===== src/hw/rtl/pid_pkg.sv =====
// shared types, register indexes, sequencer codes and fixed-point helpers
// for the clamped pid controller; no dependencies
package pid_pkg;

  typedef logic signed [31:0] q16_t;   // signed q16.16
  typedef logic signed [32:0] err_t;   // signed q17.16
  typedef logic [30:0]        ureg_t;  // unsigned q15.16 register

  typedef enum logic [2:0] {
    REG_SET_POINT = 3'd0,
    REG_GAIN_P    = 3'd1,
    REG_GAIN_I    = 3'd2,
    REG_GAIN_D    = 3'd3,
    REG_OUT_MIN   = 3'd4,
    REG_OUT_MAX   = 3'd5,
    REG_PERIOD    = 3'd6,
    REG_TOLERANCE = 3'd7
  } cfg_reg_e;

  typedef enum logic [2:0] {
    S_IDLE,
    S_SETUP,
    S_MUL,
    S_POST,
    S_DIV,
    S_DEND,
    S_FIN
  } state_e;

  typedef enum logic [1:0] {
    TERM_INT,
    TERM_P,
    TERM_I,
    TERM_D
  } term_e;

  localparam q16_t Q16_MAX = 32'sh7FFF_FFFF;
  localparam q16_t Q16_MIN = 32'sh8000_0000;

  // magnitude plus sign to 32-bit signed, saturating
  function automatic q16_t sat32(logic [63:0] mag, logic neg);
    q16_t res;
    if (!neg) begin
      res = (mag > 64'h7FFF_FFFF) ? Q16_MAX : q16_t'(mag[31:0]);
    end else if (mag > 64'h8000_0000) begin
      res = Q16_MIN;
    end else begin
      res = q16_t'(~mag[31:0] + 32'd1);
    end
    return res;
  endfunction

  // upper limit tested first: crossed limits give hi above hi, else lo
  function automatic q16_t clamp32(logic signed [33:0] x, q16_t lo, q16_t hi);
    q16_t res;
    if (x > 34'(hi)) begin
      res = hi;
    end else if (x < 34'(lo)) begin
      res = lo;
    end else begin
      res = q16_t'(x[31:0]);
    end
    return res;
  endfunction

  function automatic logic [33:0] abs34(logic signed [33:0] x);
    return x[33] ? (~x + 34'd1) : x;
  endfunction

endpackage


===== src/hw/rtl/pid_if.sv =====
// valid/ready stream interfaces for the measurement and result channels
// depends on pid_pkg
interface pid_meas_if;
  import pid_pkg::*;
  logic valid;
  logic ready;
  q16_t measured;
  modport source (output valid, output measured, input ready);
  modport sink (input valid, input measured, output ready);
endinterface

interface pid_res_if;
  import pid_pkg::*;
  logic valid;
  logic ready;
  q16_t drive;
  err_t error_value;
  logic steady;
  modport source (output valid, output drive, output error_value, output steady,
                  input ready);
  modport sink (input valid, input drive, input error_value, input steady,
                output ready);
endinterface


===== src/hw/rtl/pid_controller_clamped_top.sv =====
// clamped pid controller in signed q16.16, one shared multiply/divide datapath
// depends on pid_pkg and the stream interfaces in pid_if
//
//  - meas_i carries one measured value per transfer; res_o returns one
//    result (drive, error_value, steady) per measurement, in order
//  - configuration is a plain write port (cfg_we_i, cfg_idx_i, cfg_data_i),
//    register i of the list at index i; write only while the block is idle
//  - meas_i.ready is high only while the sequencer is idle, so one
//    measurement is in flight at a time
//  - each transfer runs four products through one 34x16 multiplier and
//    64-bit adder, two passes each plus setup and post steps, then the
//    derivative quotient (restoring divide steps, one per quotient bit,
//    and an add), skipped when it saturates, and one final step that
//    raises res_o.valid; the next transfer can follow in the cycle after
//    the final step
//  - the result sits in an output register; the next measurement is taken
//    while it waits, and the sequencer holds in its last step only if the
//    register is still full when the next result is ready
//  - reset (rst_ni low, async) clears the integral, the stored error and
//    the output valid, and loads the register defaults
module pid_controller_clamped_top (
  input  logic               clk_i,
  input  logic               rst_ni,
  input  logic               cfg_we_i,
  input  pid_pkg::cfg_reg_e  cfg_idx_i,
  input  logic [31:0]        cfg_data_i,
  pid_meas_if.sink           meas_i,
  pid_res_if.source          res_o
);
  import pid_pkg::*;

  // configuration registers
  q16_t  sp_q, omin_q, omax_q;
  ureg_t kp_q, ki_q, kd_q, per_q, tol_q;

  // controller state
  q16_t integral_q, integral_d;
  err_t prev_q, prev_d;

  // sequencer and datapath
  state_e state_q, state_d;
  term_e  term_q, term_d;
  err_t   err_q, err_d;
  logic [33:0] mag_q, mag_d;
  logic        neg_q, neg_d;
  logic [63:0] acc_q, acc_d;
  logic        chunk_q, chunk_d;
  logic [30:0] rem_q, rem_d;
  logic [4:0]  cnt_q, cnt_d;
  logic signed [33:0] sum_q, sum_d;

  // output register
  logic rvalid_q, rvalid_d;
  q16_t drive_q, drive_d;
  err_t eout_q, eout_d;
  logic steady_q, steady_d;

  // shared unit signals
  ureg_t       gain_sel;
  logic [15:0] gain_chunk;
  logic [49:0] part;
  logic [63:0] addend;
  q16_t        term_val;
  logic signed [33:0] diff;
  logic [31:0] div_sh;
  logic        div_ge;
  logic        dsat;
  logic        out_free;

  // config writes, bits above a register's width dropped
  always_ff @(posedge clk_i or negedge rst_ni) begin
    if (!rst_ni) begin
      sp_q   <= '0;
      kp_q   <= '0;
      ki_q   <= '0;
      kd_q   <= '0;
      omin_q <= Q16_MIN;
      omax_q <= Q16_MAX;
      per_q  <= 31'd65536;
      tol_q  <= '0;
    end else if (cfg_we_i) begin
      case (cfg_idx_i)
        REG_SET_POINT: sp_q   <= q16_t'(cfg_data_i);
        REG_GAIN_P:    kp_q   <= cfg_data_i[30:0];
        REG_GAIN_I:    ki_q   <= cfg_data_i[30:0];
        REG_GAIN_D:    kd_q   <= cfg_data_i[30:0];
        REG_OUT_MIN:   omin_q <= q16_t'(cfg_data_i);
        REG_OUT_MAX:   omax_q <= q16_t'(cfg_data_i);
        REG_PERIOD:    per_q  <= cfg_data_i[30:0];
        REG_TOLERANCE: tol_q  <= cfg_data_i[30:0];
        default: ;
      endcase
    end
  end

  // gain for the product in progress, taken 16 bits per pass
  always_comb begin
    case (term_q)
      TERM_INT: gain_sel = per_q;
      TERM_P:   gain_sel = kp_q;
      TERM_I:   gain_sel = ki_q;
      TERM_D:   gain_sel = kd_q;
      default:  gain_sel = '0;
    endcase
  end

  assign gain_chunk = chunk_q ? {1'b0, gain_sel[30:16]} : gain_sel[15:0];
  assign part       = 50'(mag_q) * 50'(gain_chunk);
  assign addend     = chunk_q ? 64'({part, 16'h0000}) : 64'(part);

  // product with q16 fraction dropped, then saturated
  assign term_val = sat32({16'h0000, acc_q[63:16]}, neg_q);

  assign diff = 34'(err_q) - 34'(prev_q);

  // derivative quotient of 2^32 or more, or a zero period
  assign dsat = (acc_q >= {1'b0, per_q, 32'h0000_0000});

  // restoring divide step
  assign div_sh = {rem_q, acc_q[31]};
  assign div_ge = (div_sh >= {1'b0, per_q});

  assign out_free = !rvalid_q || res_o.ready;

  always_comb begin
    state_d    = state_q;
    term_d     = term_q;
    err_d      = err_q;
    mag_d      = mag_q;
    neg_d      = neg_q;
    acc_d      = acc_q;
    chunk_d    = chunk_q;
    rem_d      = rem_q;
    cnt_d      = cnt_q;
    sum_d      = sum_q;
    integral_d = integral_q;
    prev_d     = prev_q;
    drive_d    = drive_q;
    eout_d     = eout_q;
    steady_d   = steady_q;
    rvalid_d   = rvalid_q && !res_o.ready;

    case (state_q)
      S_IDLE: begin
        if (meas_i.valid) begin
          err_d   = 33'(sp_q) - 33'(meas_i.measured);
          term_d  = TERM_INT;
          state_d = S_SETUP;
        end
      end
      S_SETUP: begin
        case (term_q)
          TERM_I: begin
            mag_d = abs34(34'(integral_q));
            neg_d = integral_q[31];
          end
          TERM_D: begin
            mag_d = abs34(diff);
            neg_d = diff[33];
          end
          default: begin
            mag_d = abs34(34'(err_q));
            neg_d = err_q[32];
          end
        endcase
        acc_d   = '0;
        chunk_d = 1'b0;
        state_d = S_MUL;
      end
      S_MUL: begin
        acc_d   = acc_q + addend;
        chunk_d = !chunk_q;
        if (chunk_q) begin
          state_d = S_POST;
        end
      end
      S_POST: begin
        case (term_q)
          TERM_INT: begin
            integral_d = clamp32(34'(integral_q) + 34'(term_val), omin_q, omax_q);
            term_d     = TERM_P;
            state_d    = S_SETUP;
          end
          TERM_P: begin
            sum_d   = 34'(term_val);
            term_d  = TERM_I;
            state_d = S_SETUP;
          end
          TERM_I: begin
            sum_d   = sum_q + 34'(term_val);
            term_d  = TERM_D;
            state_d = S_SETUP;
          end
          default: begin
            if (dsat) begin
              // zero numerator gives zero even with a zero period
              if (acc_q != 64'd0) begin
                sum_d = sum_q + 34'(sat32('1, neg_q));
              end
              state_d = S_FIN;
            end else begin
              rem_d   = acc_q[62:32];
              cnt_d   = '1;
              state_d = S_DIV;
            end
          end
        endcase
      end
      S_DIV: begin
        rem_d = div_ge ? 31'(div_sh - {1'b0, per_q}) : div_sh[30:0];
        acc_d = {acc_q[63:32], acc_q[30:0], div_ge};
        cnt_d = cnt_q - 5'd1;
        if (cnt_q == 5'd0) begin
          state_d = S_DEND;
        end
      end
      S_DEND: begin
        sum_d   = sum_q + 34'(sat32({32'h0000_0000, acc_q[31:0]}, neg_q));
        state_d = S_FIN;
      end
      S_FIN: begin
        if (out_free) begin
          drive_d  = clamp32(sum_q, omin_q, omax_q);
          eout_d   = err_q;
          steady_d = (abs34(34'(err_q)) < {3'b000, tol_q});
          rvalid_d = 1'b1;
          prev_d   = err_q;
          state_d  = S_IDLE;
        end
      end
      default: state_d = S_IDLE;
    endcase
  end

  always_ff @(posedge clk_i or negedge rst_ni) begin
    if (!rst_ni) begin
      state_q    <= S_IDLE;
      term_q     <= TERM_INT;
      integral_q <= '0;
      prev_q     <= '0;
      rvalid_q   <= 1'b0;
      err_q      <= '0;
      chunk_q    <= 1'b0;
      cnt_q      <= '0;
    end else begin
      state_q    <= state_d;
      term_q     <= term_d;
      integral_q <= integral_d;
      prev_q     <= prev_d;
      rvalid_q   <= rvalid_d;
      err_q      <= err_d;
      chunk_q    <= chunk_d;
      cnt_q      <= cnt_d;
    end
  end

  // datapath payload, no reset
  always_ff @(posedge clk_i) begin
    mag_q    <= mag_d;
    neg_q    <= neg_d;
    acc_q    <= acc_d;
    rem_q    <= rem_d;
    sum_q    <= sum_d;
    drive_q  <= drive_d;
    eout_q   <= eout_d;
    steady_q <= steady_d;
  end

  assign meas_i.ready      = (state_q == S_IDLE);
  assign res_o.valid       = rvalid_q;
  assign res_o.drive       = drive_q;
  assign res_o.error_value = eout_q;
  assign res_o.steady      = steady_q;

  // one measurement in flight: no transfer right after a transfer
  a_one_in_flight: assert property (@(posedge clk_i) disable iff (!rst_ni)
    meas_i.valid && meas_i.ready |=> !meas_i.ready)
    else $error("measurement taken while busy");

  // divider remainder stays below the period
  a_rem_bound: assert property (@(posedge clk_i) disable iff (!rst_ni)
    state_q == S_DIV |-> rem_q < per_q)
    else $error("divider remainder out of range");

  // a new result only ever comes from the final step
  a_res_origin: assert property (@(posedge clk_i) disable iff (!rst_ni)
    $rose(rvalid_q) |-> $past(state_q) == S_FIN)
    else $error("result raised outside final step");

endmodule


===== src/flat_wrapper.sv =====
// flat-port wrapper written by rule: the top's interface ports become plain ports
module pid_controller_clamped_top_flat import pid_pkg::*;
  (clk_i, rst_ni, cfg_we_i, cfg_idx_i, cfg_data_i, meas_i_valid, meas_i_measured, meas_i_ready, res_o_valid, res_o_drive, res_o_error_value, res_o_steady, res_o_ready);
  pid_meas_if meas_i_i ();
  pid_res_if res_o_i ();
  input  logic clk_i;
  input  logic rst_ni;
  input  logic cfg_we_i;
  input  pid_pkg::cfg_reg_e cfg_idx_i;
  input  logic [31:0] cfg_data_i;
  input wire logic [$bits(meas_i_i.valid)-1:0] meas_i_valid;
  input wire logic [$bits(meas_i_i.measured)-1:0] meas_i_measured;
  output wire logic [$bits(meas_i_i.ready)-1:0] meas_i_ready;
  output wire logic [$bits(res_o_i.valid)-1:0] res_o_valid;
  output wire logic [$bits(res_o_i.drive)-1:0] res_o_drive;
  output wire logic [$bits(res_o_i.error_value)-1:0] res_o_error_value;
  output wire logic [$bits(res_o_i.steady)-1:0] res_o_steady;
  input wire logic [$bits(res_o_i.ready)-1:0] res_o_ready;
  assign meas_i_i.valid = meas_i_valid;
  assign meas_i_i.measured = meas_i_measured;
  assign meas_i_ready = meas_i_i.ready;
  assign res_o_valid = res_o_i.valid;
  assign res_o_drive = res_o_i.drive;
  assign res_o_error_value = res_o_i.error_value;
  assign res_o_steady = res_o_i.steady;
  assign res_o_i.ready = res_o_ready;
  pid_controller_clamped_top u_core (.clk_i(clk_i), .rst_ni(rst_ni), .cfg_we_i(cfg_we_i), .cfg_idx_i(cfg_idx_i), .cfg_data_i(cfg_data_i), .meas_i(meas_i_i), .res_o(res_o_i));
endmodule

===== config.mk =====
export PLATFORM = sky130hd
export DESIGN_NAME = pid_controller_clamped_top_flat
export DESIGN_NICKNAME = d
export VERILOG_FILES = /design/src/hw/rtl/pid_pkg.sv /design/src/hw/rtl/pid_if.sv /design/src/hw/rtl/pid_controller_clamped_top.sv /design/src/flat_wrapper.sv
export SDC_FILE = /design/constraint.sdc
export NUM_CORES = 2
export LEC_CHECK = 0
export BUFFER_PORTS_ARGS = -buffer_cell sky130_fd_sc_hd__buf_4
export CAP_MARGIN = 10
export CORE_ASPECT_RATIO = 1.5
export CORE_MARGIN = 8
export CORE_UTILIZATION = 52
export CTS_BUF_LIST = sky130_fd_sc_hd__clkbuf_8
export DETAILED_ROUTE_END_ITERATION = 10
export PLACE_DENSITY = 0.82
export REMOVE_ABC_BUFFERS = 1
export SYNTH_ARGS = -nofsm -noshare
export SYNTH_HDL_FRONTEND = slang
export SYNTH_SLANG_ARGS = --single-unit

===== constraint.sdc =====
create_clock -name clk_i -period 10.2 [get_ports clk_i]
set_input_delay 1.02 -clock clk_i [delete_from_list [all_inputs] [get_ports clk_i]]
set_output_delay 1.02 -clock clk_i [all_outputs]
set_load 0.02 [all_outputs]

==> run summary <==
- complete, but fails checks — run status
- design-rule violations, negative setup slack — failing checks
- 1.03 — final period utilization
- flip-flop — launching element type of the critical path
- 225 ps — Final Hold Slack
- 11 — 1st-pass router iterations
- fa_1 (14%), dfrtp_1 (13%), ha_1 (11%), edfxtp_1 (11%), nand2_1 (4.9%) — leading post-synthesis cells by cell area
- dfrtp_1 — top flip-flop cell by instance count after synthesis
- 9,300 — Placed Instances
- 0.0453 — share of the synthesized netlist area taken by xor and xnor gates
- 3 — buffer depth of the longest clock path
- 591 — number of synthesized register bits
- 46 — FF-to-FF path depth
- 125,000 sq um — area of the core region
- 0.0563 — mux share of post-synthesis cell area
- 70 ps — CTS clock-pin slew for the worst setup and hold paths
- 449 um — die extent in y
- 358 mm — global-route wire length before repair
- 3 — H-tree Lvls
- fa_1 — top cell type by total area after synthesis
- 591 — Clock Sink Count
- true — unrepaired setup endpoints after global routing
- 8.85 sq um — synthesized area divided by synthesized cell count
- 65,000 sq um — area of the mapped netlist
- 10,520 ps — Period minus WS final
- 60.6k — total via count after detailed routing
- 0.254 — Synth Area in Adders
- 230 — number of flops mapped to enable cells by yosys
- 140 — Ports
- 102 — count of cell types in the netlist
- 95.0 MHz — FMAX
- 0.611 — asr flop ratio synth
- 11,030 ps — Worst EP arrival
- 180 mm — estimated wirelength of the detail-placed design
- clkbuf_8 — Clock Tree Root
- 0 — Final ANT Viol Nets
- 62.1k — vias in the first global route
- 92 — total CTS buffers
- built — TritonCTS clock tree
- 8,990 — final net count
- fa_2 — Slowest cell on crit path
- 0 — Yosys warnings
- 153 — maximum number of pins on one net before global-route repair
- 305 um — horizontal die dimension
- 9,833 — Fillers
- 0 — Remaining Overflow, GRT
- fa_1 — most prevalent standard cell on the critical path
- 9,564 — non-filler instance count after layout
- flip-flop — sort of element at the end of the critical path
- 0.139 — share of Yosys cell area claimed by the top area cell type
- 137,000 sq um — die area
- 159 — Rows
- 0.246 — fraction of the yosys area taken by sequential cells
- nand2_1 — most frequently used cell type in the post-synthesis netlist
- -323 ps — worst-case setup margin in the final layout
- 6.33 — per-cell via count in the routed design
- 10 — initial antenna violation count
- 7,349 — cell count after synthesis
- 17.2% — area added between synthesis and finish
- 610 ps — highest cell delay on the worst timing path
- 1350 ps — worst slew pin tran
- 25.0 um — average routed wire per standard cell
- 12 — critical path peak fanout
- nand2_1 (851), inv_1 (821), ha_1 (594), o21ai_0 (511), a21oi_1 (493) — top post-synthesis cells by count
- 1.04 — gp weighted congestion
- 0.199 — fraction of final layout cells with drive strength greater than 1
- 0.0994 — normalized max-slew margin
- 0 — Max Transition Viols Final
- reg -> reg — class of the most critical setup path
- 10,710 ps — required time of the critical path
- 0.521 — initial standard-cell utilization of the core
- adder cells — main combinational cell family by area after synthesis
- 0.336 — overall global routing resource usage
- 35.7 ps — final worst clock skew
- 14 — final count of negative-setup-slack endpoints
- 0.153 — simple logic cell fraction of the synthesized area
- 0 — final hold viol count
- 139 — count of input and output buffers
- 0.179 — compound-gate portion of the synthesized area
- in -> async — path type of the worst min-delay path
- 6,255 — starting DRC count in detailed routing
- 239 mm — final WL
- 0 — max-cap violation count
- 2 — Remaining DRCs
- 800 ps — Worst-Skew Late Latency
==> registers in the layout, indices dropped and copies added (netlist names) <==
register and flops:
u_core.omax_q 32, u_core.kd_q 31, u_core.omin_q 32, u_core.acc_q 64, u_core.res_o.steady 1, u_core.rem_q 31
u_core.chunk_q 1, u_core.sp_q 32, u_core.err_q 33, u_core.kp_q 31, u_core.ki_q 31, u_core.cnt_q 5
u_core.term_q 2, u_core.res_o.valid 1, u_core.per_q 31, u_core.prev_q 33, u_core.state_q 3, u_core.neg_q 1
u_core.tol_q 31, u_core.integral_q 32, u_core.res_o.drive 32, u_core.res_o.error_value 33, u_core.mag_q 34, u_core.sum_q 34
==> worst paths after layout <==
check,endpoint,slack [ps],from
min in group clk_i,u_core.per_q[21],510,u_core.per_q[21]
min,u_core.prev_q[19],220,rst_ni
max,u_core.acc_q[60],-320,u_core.term_q[1]
min reg2reg,u_core.per_q[21],510,u_core.per_q[21]
max in group asynchronous,u_core.chunk_q,7630,rst_ni
max reg2reg,u_core.acc_q[60],-320,u_core.term_q[1]
==> layout make-up <==
class	instances	area (sq um)	area share
Clock buffer	116	1600	0.0209
Clock inverter	57	563	0.00739
Sequential cell	591	16000	0.210
Antenna cell	4	10.0	0.000131
Tap cell	1610	2010	0.0264
Inverter	824	3100	0.0406
Multi-Input combinational cell	5607	46500	0.610
Timing Repair Buffer	755	6460	0.0847
==> metal layers <==
layer,up-vias,wire (um),track usage
li1,26500,-,-
met1,29300,80500,0.364
met2,3510,112000,0.558
met3,1276,19500,0.0592
met4,8,27200,0.309
met5,-,48,0
==> layout by cell type, fill, tap and decap left out, drive strengths merged, types with 93 or more instances in the layout <==
cell / Yosys / routed
edfxtp: 230 / 230
nor2: 338 / 338
dfrtp: 328 / 328
clkbuf: 291 / 119
xor2: 112 / 112
and2: 133 / 133
fa: 453 / 453
nand2: 852 / 852
nor3: 93 / 93
inv: 823 / 858
o21ai: 533 / 533
a21oi: 495 / 495
nand2b: 107 / 107
buf: 36 / 752
a21o: 207 / 207
mux2: 247 / 247
ha: 594 / 594
nor2b: 183 / 183
xnor2: 221 / 221
==> worst max-delay path: cells and delay by family, from the launching register on <==
family	cells	cell delay [ps]
AND/OR/NAND/NOR	8	980
flip-flops	1	440
multiplexers	1	570
AO/OA/AOI/OAI	12	2470
buffers and inverters	14	1570
adder cells (fa/ha/maj)	9	3880
XOR/XNOR	2	310
==> per-stage QoR <==
stage | area, sq um | util | setup WS [ps] | setup TNS, ps
6_report | 76200 | 0.611 | -323 | -2470
5_1_grt | 76200 | 0.611 | -592 | -6670
4_1_cts | 75200 | 0.603 | -166 | -799
3_5_place_dp | 71400 | 0.572 | -792 | -10050
3_3_place_gp | 71400 | 0.572 | -528 | -6340
2_1_floorplan | 63800 | - | -2290 | -48440
==> cell families (layout without fill, tap and decap cells) <==
family          count (synthesis)  in the layout
xor+xnor                      334            334
compound gates               1825           1825
other cells                     0              4
mux                           327            327
buf+inv                      1151           1752
fa+ha+maj                    1047           1047
flops                         591            591
simple gates                 2074           2074
==> timing repair <==
item / CTS / global route
buffers inserted: 55 / 27
resized for setup: 227 / 167
cloned: 5 / 3
pin swaps: 100 / 161
setup endpoints to repair: 25 / 32
hold buffers: 0 / 0
Power is not shown: default switching activity piles up to over one toggle a cycle in this logic, so the estimate is an artifact.
